### src/rtl/core/sflpq_pkg.sv
// shared types, codes and constants of the four-level priority queue
package sflpq_pkg;

   localparam int CAPACITY_DEF = 16;
   localparam int LEVELS_DEF   = 4;

   localparam int LEVEL_W  = 2;
   localparam int ID_W     = 16;
   localparam int TICKET_W = 16;
   localparam int STATUS_W = 2;
   localparam int ENTRY_W  = LEVEL_W + TICKET_W + ID_W;

   localparam logic ACT_ENQUEUE = 1'b0;
   localparam logic ACT_DEQUEUE = 1'b1;

   localparam logic [STATUS_W-1:0] STAT_ENQUEUED = 2'd0;
   localparam logic [STATUS_W-1:0] STAT_DEQUEUED = 2'd1;
   localparam logic [STATUS_W-1:0] STAT_EMPTY    = 2'd2;
   localparam logic [STATUS_W-1:0] STAT_FULL     = 2'd3;

   typedef struct packed {
      logic capture;
      logic commit;
   } cmd_type;

endpackage

### src/rtl/core/sflpq_ctrl.sv
// controller: accepts a transaction, runs the commit cycle, owns the result valid
module sflpq_ctrl import sflpq_pkg::*; (
   input  logic    clock,
   input  logic    reset,
   input  logic    req_valid,
   output logic    req_stall,
   output logic    rsp_valid,
   input  logic    rsp_stall,
   output cmd_type cmd
);

   localparam logic S_IDLE = 1'b0;
   localparam logic S_EXEC = 1'b1;

   logic state_ff, state_in;
   logic rsp_valid_ff, rsp_valid_in;

   // a new transaction only when the result register is free or draining
   assign req_stall   = reset ||
                        !((state_ff == S_IDLE) && (!rsp_valid_ff || !rsp_stall));
   assign cmd.capture = req_valid && !req_stall;
   assign cmd.commit  = (state_ff == S_EXEC);
   assign rsp_valid   = rsp_valid_ff;

   always_comb begin
      state_in = state_ff;
      case (state_ff)
         S_IDLE: begin
            if (cmd.capture) state_in = S_EXEC;
         end
         S_EXEC: begin
            state_in = S_IDLE;
         end
         default: begin
            state_in = S_IDLE;
         end
      endcase
   end

   always_comb begin
      if (cmd.commit) rsp_valid_in = 1'b1;
      else            rsp_valid_in = rsp_valid_ff && rsp_stall;
   end

   always_ff @(posedge clock) begin
      if (reset) begin
         state_ff     <= S_IDLE;
         rsp_valid_ff <= 1'b0;
      end else begin
         state_ff     <= state_in;
         rsp_valid_ff <= rsp_valid_in;
      end
   end

endmodule

### src/rtl/core/sflpq_dpath.sv
// datapath: entry and link memories, level chains, free list and result register
module sflpq_dpath import sflpq_pkg::*; #(
   parameter int CAPACITY = CAPACITY_DEF,
   parameter int LEVELS   = LEVELS_DEF
) (
   input  logic                clock,
   input  logic                reset,
   input  cmd_type             cmd,
   input  logic                req_action,
   input  logic [LEVEL_W-1:0]  req_level,
   input  logic [ID_W-1:0]     req_item_id,
   output logic [STATUS_W-1:0] rsp_status,
   output logic [TICKET_W-1:0] rsp_ticket,
   output logic [LEVEL_W-1:0]  rsp_out_level,
   output logic [ID_W-1:0]     rsp_out_id
);

   localparam int SLOT_W = (CAPACITY > 1) ? $clog2(CAPACITY) : 1;
   localparam int CNT_W  = $clog2(CAPACITY + 1);
   localparam int LVL_W  = (LEVELS > 1) ? $clog2(LEVELS) : 1;

   logic [ENTRY_W-1:0] entry_mem [CAPACITY];
   logic [SLOT_W-1:0]  link_mem  [CAPACITY];
   logic [ENTRY_W-1:0] entry_rd_ff;
   logic [SLOT_W-1:0]  link_rd_ff;

   logic [SLOT_W-1:0]   heads_ff [LEVELS];
   logic [SLOT_W-1:0]   tails_ff [LEVELS];
   logic [LEVELS-1:0]   nonempty_ff;
   logic [SLOT_W-1:0]   free_head_ff;
   logic [CNT_W-1:0]    occupancy_ff;
   logic [CNT_W-1:0]    fresh_ff;
   logic [TICKET_W-1:0] ticket_ctr_ff;

   logic                action_ff;
   logic [LVL_W-1:0]    lvl_ff;
   logic [ID_W-1:0]     id_ff;
   logic [SLOT_W-1:0]   slot_ff;
   logic                hit_ff;
   logic                from_fresh_ff;

   logic [STATUS_W-1:0] status_ff;
   logic [TICKET_W-1:0] ticket_ff;
   logic [LEVEL_W-1:0]  out_level_ff;
   logic [ID_W-1:0]     out_id_ff;

   logic [LVL_W-1:0]  enq_lvl;
   logic [LVL_W-1:0]  deq_lvl;
   logic              any_nonempty;
   logic              is_full;
   logic              fresh_left;
   logic [SLOT_W-1:0] enq_slot;
   logic [SLOT_W-1:0] deq_slot;
   logic [SLOT_W-1:0] link_rd_addr;
   logic              link_we;
   logic [SLOT_W-1:0] link_wr_addr;
   logic [SLOT_W-1:0] link_wr_data;
   logic              enq_commit;
   logic              deq_commit;

   always_comb begin
      if (32'(req_level) >= LEVELS) enq_lvl = LVL_W'(LEVELS - 1);
      else                          enq_lvl = LVL_W'(req_level);
   end

   // most urgent non-empty level
   always_comb begin
      deq_lvl = '0;
      for (int i = LEVELS - 1; i >= 0; i--) begin
         if (nonempty_ff[i]) deq_lvl = LVL_W'(i);
      end
   end

   assign any_nonempty = |nonempty_ff;
   assign is_full      = (occupancy_ff == CNT_W'(CAPACITY));
   // slots never used since reset are handed out in order before the free list
   assign fresh_left   = (fresh_ff != CNT_W'(CAPACITY));
   assign enq_slot     = fresh_left ? fresh_ff[SLOT_W-1:0] : free_head_ff;
   assign deq_slot     = heads_ff[deq_lvl];
   assign link_rd_addr = (req_action == ACT_DEQUEUE) ? deq_slot : free_head_ff;

   assign enq_commit   = cmd.commit && hit_ff && (action_ff == ACT_ENQUEUE);
   assign deq_commit   = cmd.commit && hit_ff && (action_ff == ACT_DEQUEUE);
   assign link_we      = deq_commit || (enq_commit && nonempty_ff[lvl_ff]);
   assign link_wr_addr = (action_ff == ACT_ENQUEUE) ? tails_ff[lvl_ff] : slot_ff;
   assign link_wr_data = (action_ff == ACT_ENQUEUE) ? slot_ff : free_head_ff;

   // memories
   always_ff @(posedge clock) begin
      if (cmd.capture) begin
         entry_rd_ff <= entry_mem[deq_slot];
         link_rd_ff  <= link_mem[link_rd_addr];
      end
      if (enq_commit) begin
         entry_mem[slot_ff] <= {LEVEL_W'(lvl_ff), ticket_ctr_ff, id_ff};
      end
      if (link_we) begin
         link_mem[link_wr_addr] <= link_wr_data;
      end
   end

   // transaction capture
   always_ff @(posedge clock) begin
      if (cmd.capture) begin
         action_ff     <= req_action;
         id_ff         <= req_item_id;
         from_fresh_ff <= fresh_left;
         if (req_action == ACT_ENQUEUE) begin
            lvl_ff  <= enq_lvl;
            slot_ff <= enq_slot;
            hit_ff  <= !is_full;
         end else begin
            lvl_ff  <= deq_lvl;
            slot_ff <= deq_slot;
            hit_ff  <= any_nonempty;
         end
      end
   end

   // queue control state
   always_ff @(posedge clock) begin
      if (reset) begin
         for (int i = 0; i < LEVELS; i++) begin
            heads_ff[i] <= '0;
            tails_ff[i] <= '0;
         end
         nonempty_ff   <= '0;
         free_head_ff  <= '0;
         occupancy_ff  <= '0;
         fresh_ff      <= '0;
         ticket_ctr_ff <= '0;
      end else begin
         if (cmd.capture && (req_action == ACT_ENQUEUE)) begin
            ticket_ctr_ff <= ticket_ctr_ff + TICKET_W'(1);
         end
         if (enq_commit) begin
            if (!nonempty_ff[lvl_ff]) heads_ff[lvl_ff] <= slot_ff;
            tails_ff[lvl_ff]    <= slot_ff;
            nonempty_ff[lvl_ff] <= 1'b1;
            occupancy_ff        <= occupancy_ff + CNT_W'(1);
            if (from_fresh_ff) fresh_ff     <= fresh_ff + CNT_W'(1);
            else               free_head_ff <= link_rd_ff;
         end
         if (deq_commit) begin
            if (slot_ff == tails_ff[lvl_ff]) nonempty_ff[lvl_ff] <= 1'b0;
            else                             heads_ff[lvl_ff]    <= link_rd_ff;
            free_head_ff <= slot_ff;
            occupancy_ff <= occupancy_ff - CNT_W'(1);
         end
      end
   end

   // result register
   always_ff @(posedge clock) begin
      if (cmd.commit) begin
         if (action_ff == ACT_ENQUEUE) begin
            status_ff    <= hit_ff ? STAT_ENQUEUED : STAT_FULL;
            ticket_ff    <= ticket_ctr_ff;
            out_level_ff <= '0;
            out_id_ff    <= '0;
         end else if (hit_ff) begin
            status_ff    <= STAT_DEQUEUED;
            ticket_ff    <= entry_rd_ff[ID_W +: TICKET_W];
            out_level_ff <= entry_rd_ff[ID_W+TICKET_W +: LEVEL_W];
            out_id_ff    <= entry_rd_ff[ID_W-1:0];
         end else begin
            status_ff    <= STAT_EMPTY;
            ticket_ff    <= '0;
            out_level_ff <= '0;
            out_id_ff    <= '0;
         end
      end
   end

   assign rsp_status    = status_ff;
   assign rsp_ticket    = ticket_ff;
   assign rsp_out_level = out_level_ff;
   assign rsp_out_id    = out_id_ff;

endmodule

### src/rtl/core/stable_four_level_priority_queue.sv
// four-level priority queue, shared slot storage, fifo order within a level
// after acceptance the commit state loads the result register and its valid
// a transaction is a memory read cycle then a commit cycle; the next waits for the commit
// a waiting result does not block the next transaction unless it is still stalled
// reset: synchronous, empties every level and zeroes the ticket counter at once
module stable_four_level_priority_queue import sflpq_pkg::*; #(
   parameter int CAPACITY = CAPACITY_DEF,
   parameter int LEVELS   = LEVELS_DEF
) (
   input  logic                clock,
   input  logic                reset,
   input  logic                req_valid,
   output logic                req_stall,
   input  logic                req_action,
   input  logic [LEVEL_W-1:0]  req_level,
   input  logic [ID_W-1:0]     req_item_id,
   output logic                rsp_valid,
   input  logic                rsp_stall,
   output logic [STATUS_W-1:0] rsp_status,
   output logic [TICKET_W-1:0] rsp_ticket,
   output logic [LEVEL_W-1:0]  rsp_out_level,
   output logic [ID_W-1:0]     rsp_out_id
);

   cmd_type cmd;

   sflpq_ctrl u_ctrl (
      .clock     (clock),
      .reset     (reset),
      .req_valid (req_valid),
      .req_stall (req_stall),
      .rsp_valid (rsp_valid),
      .rsp_stall (rsp_stall),
      .cmd       (cmd)
   );

   sflpq_dpath #(
      .CAPACITY (CAPACITY),
      .LEVELS   (LEVELS)
   ) u_dpath (
      .clock         (clock),
      .reset         (reset),
      .cmd           (cmd),
      .req_action    (req_action),
      .req_level     (req_level),
      .req_item_id   (req_item_id),
      .rsp_status    (rsp_status),
      .rsp_ticket    (rsp_ticket),
      .rsp_out_level (rsp_out_level),
      .rsp_out_id    (rsp_out_id)
   );

endmodule
### config.mk
export PLATFORM = sky130hd
export DESIGN_NAME = stable_four_level_priority_queue
export DESIGN_NICKNAME = d
export VERILOG_FILES = /design/src/rtl/core/sflpq_pkg.sv /design/src/rtl/core/sflpq_ctrl.sv /design/src/rtl/core/sflpq_dpath.sv /design/src/rtl/core/stable_four_level_priority_queue.sv
export SDC_FILE = /design/constraint.sdc
export NUM_CORES = 1
export LEC_CHECK = 0
export ABC_CLOCK_PERIOD_IN_PS = 4300
export BUFFER_PORTS_ARGS = -buffer_cell sky130_fd_sc_hd__buf_2
export CORE_MARGIN = 8
export CORE_UTILIZATION = 45
export CTS_CLUSTER_SIZE = 16
export DETAILED_ROUTE_END_ITERATION = 8
export GPL_ROUTABILITY_DRIVEN = 0
export REMOVE_ABC_BUFFERS = 1
export SYNTH_ARGS = -nofsm -noshare
export SYNTH_HDL_FRONTEND = slang
export SYNTH_HIERARCHICAL = 1
export SYNTH_SLANG_ARGS = --single-unit
### constraint.sdc
create_clock -name clock -period 4.3 [get_ports clock]
set_input_delay 1.075 -clock clock [delete_from_list [all_inputs] [get_ports clock]]
set_output_delay 1.075 -clock clock [all_outputs]
set_load 0.03 [all_outputs]
==> reports/qor.json <==
{
  "floorplan": {
    "ios": 61,
    "die_area_mm2": 0.0774,
    "initial_utilization_pct": 45.3,
    "dieHeight_um": 278,
    "design.core.area_mm2": 0.0683,
    "rows": 96,
    "floorplan.die.width_um": 278
  },
  "power": {
    "p_sw_share_pct": 21.3,
    "power.net_switching_mw": 3.40,
    "ir_drop_v": 0.000328,
    "cellLeakagePower_nw": 11.9,
    "combinational_fraction_of_design_power_pct": 5.0,
    "pwr_density_cell_mw_per_mm2": 457,
    "power.sequential.fraction_pct": 52.6,
    "clockPowerShare_pct": 42.4,
    "internal_power_mw": 12.6
  },
  "finish": {
    "register_area_mm2": 0.0230,
    "fraction_of_final_layout_cells_sized_beyond_drive_strength_1_pct": 11.6,
    "syn_to_final_growth_pct": 12.9,
    "num_antenna_cells": 0,
    "finalNetCount": 2275,
    "finish.instance_area_mm2": 0.0349,
    "fill_cells": 5624,
    "multi_input_area_mm2": 0.00738,
    "stdcell_count": 3183
  },
  "critical_path": {
    "critical_path.endpoint_type": "flip-flop",
    "cp_data_arrival_time_ns": 4.00,
    "ff_to_ff_setup_slack_ns": 0.66,
    "critical_path.slowest_cell": "sky130_fd_sc_hd__a221o_4",
    "path_cells": "nand3b_1, a221o_4, nand2_4, buf_12, a211oi_1, a31oi_1, a22oi_1, nand2_1",
    "timing.critical_path.from": "u_dpath/nonempty_ff[2]",
    "r2r_start": "u_dpath/nonempty_ff[2]",
    "critical-path-max-stage-delay_ns": 0.69,
    "reg2reg_depth": 8,
    "critPathKind": "flip-flop to flip-flop",
    "required_ns": 4.65,
    "critPathLaunchType": "flip-flop",
    "critical_path.reg2reg.endpoint": "u_dpath/entry_rd_ff[32]",
    "cpLargestDelayFamily": "compound AO/OA/AOI/OAI gates",
    "critical_path_peak_fanout": 72,
    "worstPathBufferInverterCount": 1
  },
  "yosys": {
    "synth.distinct_cells": 62,
    "synthTopCellsByCount": "sky130_fd_sc_hd__edfxtp_1, sky130_fd_sc_hd__nand2_1, sky130_fd_sc_hd__a211oi_1, sky130_fd_sc_hd__a31oi_1, sky130_fd_sc_hd__and3_1",
    "synth_enable_flop_cells": 739,
    "complex_gate_fraction_of_the_synthesized_area_pct": 10.6,
    "number_of_warning_messages_in_the_yosys_log": 6,
    "synth_top_area_share_pct": 71.7,
    "postSynth.asyncResetShare_pct": 0,
    "synth_seq_area_share_pct": 74.2,
    "synth-simple-area-share_pct": 10.7,
    "post_synth_xor_area_fraction_pct": 0.736,
    "yosys_register_bits": 777,
    "netlist_area_mm2": 0.0309,
    "synth_adder_area_share_pct": 0.429,
    "synthTopCellsByArea": "sky130_fd_sc_hd__edfxtp_1, sky130_fd_sc_hd__nand2_1, sky130_fd_sc_hd__a211oi_1",
    "post-synth-top-area-cell": "sky130_fd_sc_hd__edfxtp_1",
    "synth_top_family_by_area": "simple AND/OR/NAND/NOR gates",
    "postSynthCellCount": 2210,
    "ys_dominant_reg_cell": "sky130_fd_sc_hd__edfxtp_1",
    "syn_avg_cell_area_um2": 14.0,
    "synth_mux_area_share_pct": 0.841,
    "yosysMostFrequentCell": "sky130_fd_sc_hd__edfxtp_1"
  },
  "grt": {
    "grt_pass1_vias": 18500,
    "maximum_number_of_pins_on_one_net_before_global_route_repair": 184,
    "globalRouteOverflowTotal": 0,
    "grt_antenna_before_repair": 1,
    "grt_pass1_wl_um": 117000,
    "grt.total_usage_pct": 19.7
  },
  "clock_network": {
    "tritoncts_clock_tree": "built",
    "post-cts-setup-buffer-count": 0,
    "clk_path_buf_depth": 3,
    "ctsHoldBuffers": 0,
    "cts.repair.resized": 0,
    "cts_made_buffers": 80,
    "cts_root_buf": "sky130_fd_sc_hd__clkbuf_16",
    "worst_setup_hold_path_clk_slew_ns": 0.06,
    "cts_htree_levels": 3,
    "numClockSinks": 777,
    "clkLatencyLatePin_ns": 0.62
  },
  "timing": {
    "timing_worst_slew_pin_value_ns": 1.26,
    "slew-limit-headroom_pct": 16.3,
    "final_min_period_over_clock_period_pct": 84.7,
    "grt_setup_unrepaired": "no",
    "fin_hold_ws_ns": 0.494,
    "timing.final.hold_violations": 0,
    "timing.fmax_ghz": 0.274,
    "skew_ns": 0.0211,
    "timing.final.crit_period_ns": 3.64,
    "setup-violations-final": 0,
    "setup_total_negative_slack_ns": 0,
    "slew_violations": 0,
    "final.setup.worst_slack_ns": 0.656
  },
  "detailed_routing": {
    "post_drt_wl_per_cell_um": 24.4,
    "antenna_left": 0,
    "drc": 0,
    "routed_wl_um": 77800,
    "detail_route.first_pass.iterations": 8,
    "vias_per_cell": 5.91,
    "detail_route.iter0.violations": 2056,
    "via_count": 18800
  },
  "place": {
    "placed_cell_area_mm2": 0.0324,
    "pre_cts_ws_ns": 0.500,
    "io_buffer_count": 60,
    "dp.final_hpwl_um": 39500,
    "placedCellCount": 3042
  },
  "min_path": {
    "worst_hold_path.endpoint": "u_dpath/occupancy_ff[3]",
    "hold_path_depth": 2,
    "holdCritStartpoint": "u_dpath/occupancy_ff[3]",
    "min_path_type": "flip-flop to flip-flop"
  },
  "status": {
    "outcome": "completed"
  },
  "flow_run": {
    "drv.max_cap_violation_count": 0
  }
}
==> layout make-up <==
| class | instances | share of cell area (%) |
|---|---|---|
| well taps | 882 | 3.16 |
| flip-flops and latches | 777 | 65.7 |
| inverters | 39 | 0.419 |
| clock inverters | 33 | 0.842 |
| clock buffers | 108 | 6.50 |
| repair buffers | 105 | 2.26 |
| multi-input cells | 1239 | 21.1 |
==> stage by stage <==
stage               power, mW  util, %
global route             16.5     51.1
floorplan                9.06        -
global placement         9.35     47.4
CTS                      16.1     51.1
finish                   16.0     51.1
detailed placement       9.37     47.4
==> state kept, by name, summed over array words and instances (netlist names), named ones only <==
name and cells:
u_dpath/rsp_out_level 2, u_dpath/rsp_ticket 16, u_dpath/from_fresh_ff 1, u_dpath/id_ff 16, u_dpath/tails_ff 16, u_dpath/fresh_ff 5
u_dpath/entry_rd_ff 34, u_dpath/heads_ff 16, u_dpath/free_head_ff 4, u_dpath/rsp_out_id 16, u_dpath/occupancy_ff 5, u_dpath/link_rd_ff 4
u_dpath/lvl_ff 2, u_dpath/link_mem 64, u_dpath/slot_ff 4, u_ctrl/rsp_valid 1, u_dpath/ticket_ctr_ff 16, u_dpath/hit_ff 1
u_dpath/rsp_status 2, u_dpath/nonempty_ff 4, u_dpath/entry_mem 544, u_ctrl/state_ff 1, u_dpath/action_ff 1
==> power groups by stage <==
stage | logic [mW] | registers (mW) | clock network, mW
finish | 0.804 | 8.41 | 6.77
global route | 0.872 | 8.41 | 7.19
CTS | 0.804 | 8.41 | 6.90
detailed placement | 0.801 | 8.57 | 0
global placement | 0.791 | 8.56 | 0
floorplan | 0.498 | 8.57 | 0
==> tightest hold or removal path, delay by kind of cell (launching register included) <==
| kind | cells | cell delay [ns] |
|---|---|---|
| AND/OR/NAND/NOR | 1 | 0.06 |
| flip-flops | 1 | 0.33 |
| AO/OA/AOI/OAI | 1 | 0.05 |
==> how the worst max path moves through the flow <==
stage,to,slack [ns],depth (start not counted)
after CTS,u_dpath/entry_rd_ff[32],0.76,8
after global routing,u_dpath/entry_rd_ff[33],0.47,8
after global placement,u_dpath/link_rd_ff[2],0.51,6
after detailed placement,u_dpath/link_rd_ff[3],0.50,6
final,u_dpath/entry_rd_ff[32],0.66,8
after floorplan,u_dpath/entry_rd_ff[0],-9.52,7
==> per-layer routing <==
metal	track usage [%]	up-vias	part of all wire, %
met2	30.0	776	45
met3	3.84	143	7.9
li1	-	8486	-
met4	6.11	0	2.8
met5	0	-	0
met1	28.7	9409	45
==> cells in the final DEF (no fill, tap or decap), types with 11 or more instances in the layout <==
cell	synthesis	routed
sky130_fd_sc_hd__edfxtp_1	739	739
sky130_fd_sc_hd__nand2_1	376	375
sky130_fd_sc_hd__a211oi_1	163	163
sky130_fd_sc_hd__a31oi_1	138	138
sky130_fd_sc_hd__and3_1	137	137
sky130_fd_sc_hd__clkbuf_16	0	84
sky130_fd_sc_hd__nor2_1	94	81
sky130_fd_sc_hd__a22oi_1	72	72
sky130_fd_sc_hd__buf_2	32	60
sky130_fd_sc_hd__inv_1	39	39
sky130_fd_sc_hd__dfxtp_1	38	37
sky130_fd_sc_hd__and2_1	36	35
sky130_fd_sc_hd__buf_4	2	33
sky130_fd_sc_hd__a21oi_1	32	32
sky130_fd_sc_hd__xnor2_1	23	23
sky130_fd_sc_hd__o21ai_0	23	21
sky130_fd_sc_hd__clkbuf_1	114	16
sky130_fd_sc_hd__clkinv_1	0	14
sky130_fd_sc_hd__nor2_4	0	13
sky130_fd_sc_hd__buf_12	0	12
sky130_fd_sc_hd__nor3_1	15	11
==> kinds of logic after synthesis <==
| family | Yosys count |
|---|---|
| fa+ha+maj | 10 |
| flops | 777 |
| simple gates | 714 |
| xor+xnor | 26 |
| mux | 19 |
| buf+inv | 194 |
| compound gates | 470 |
No activity file was read; power rests on OpenSTA's default activity.
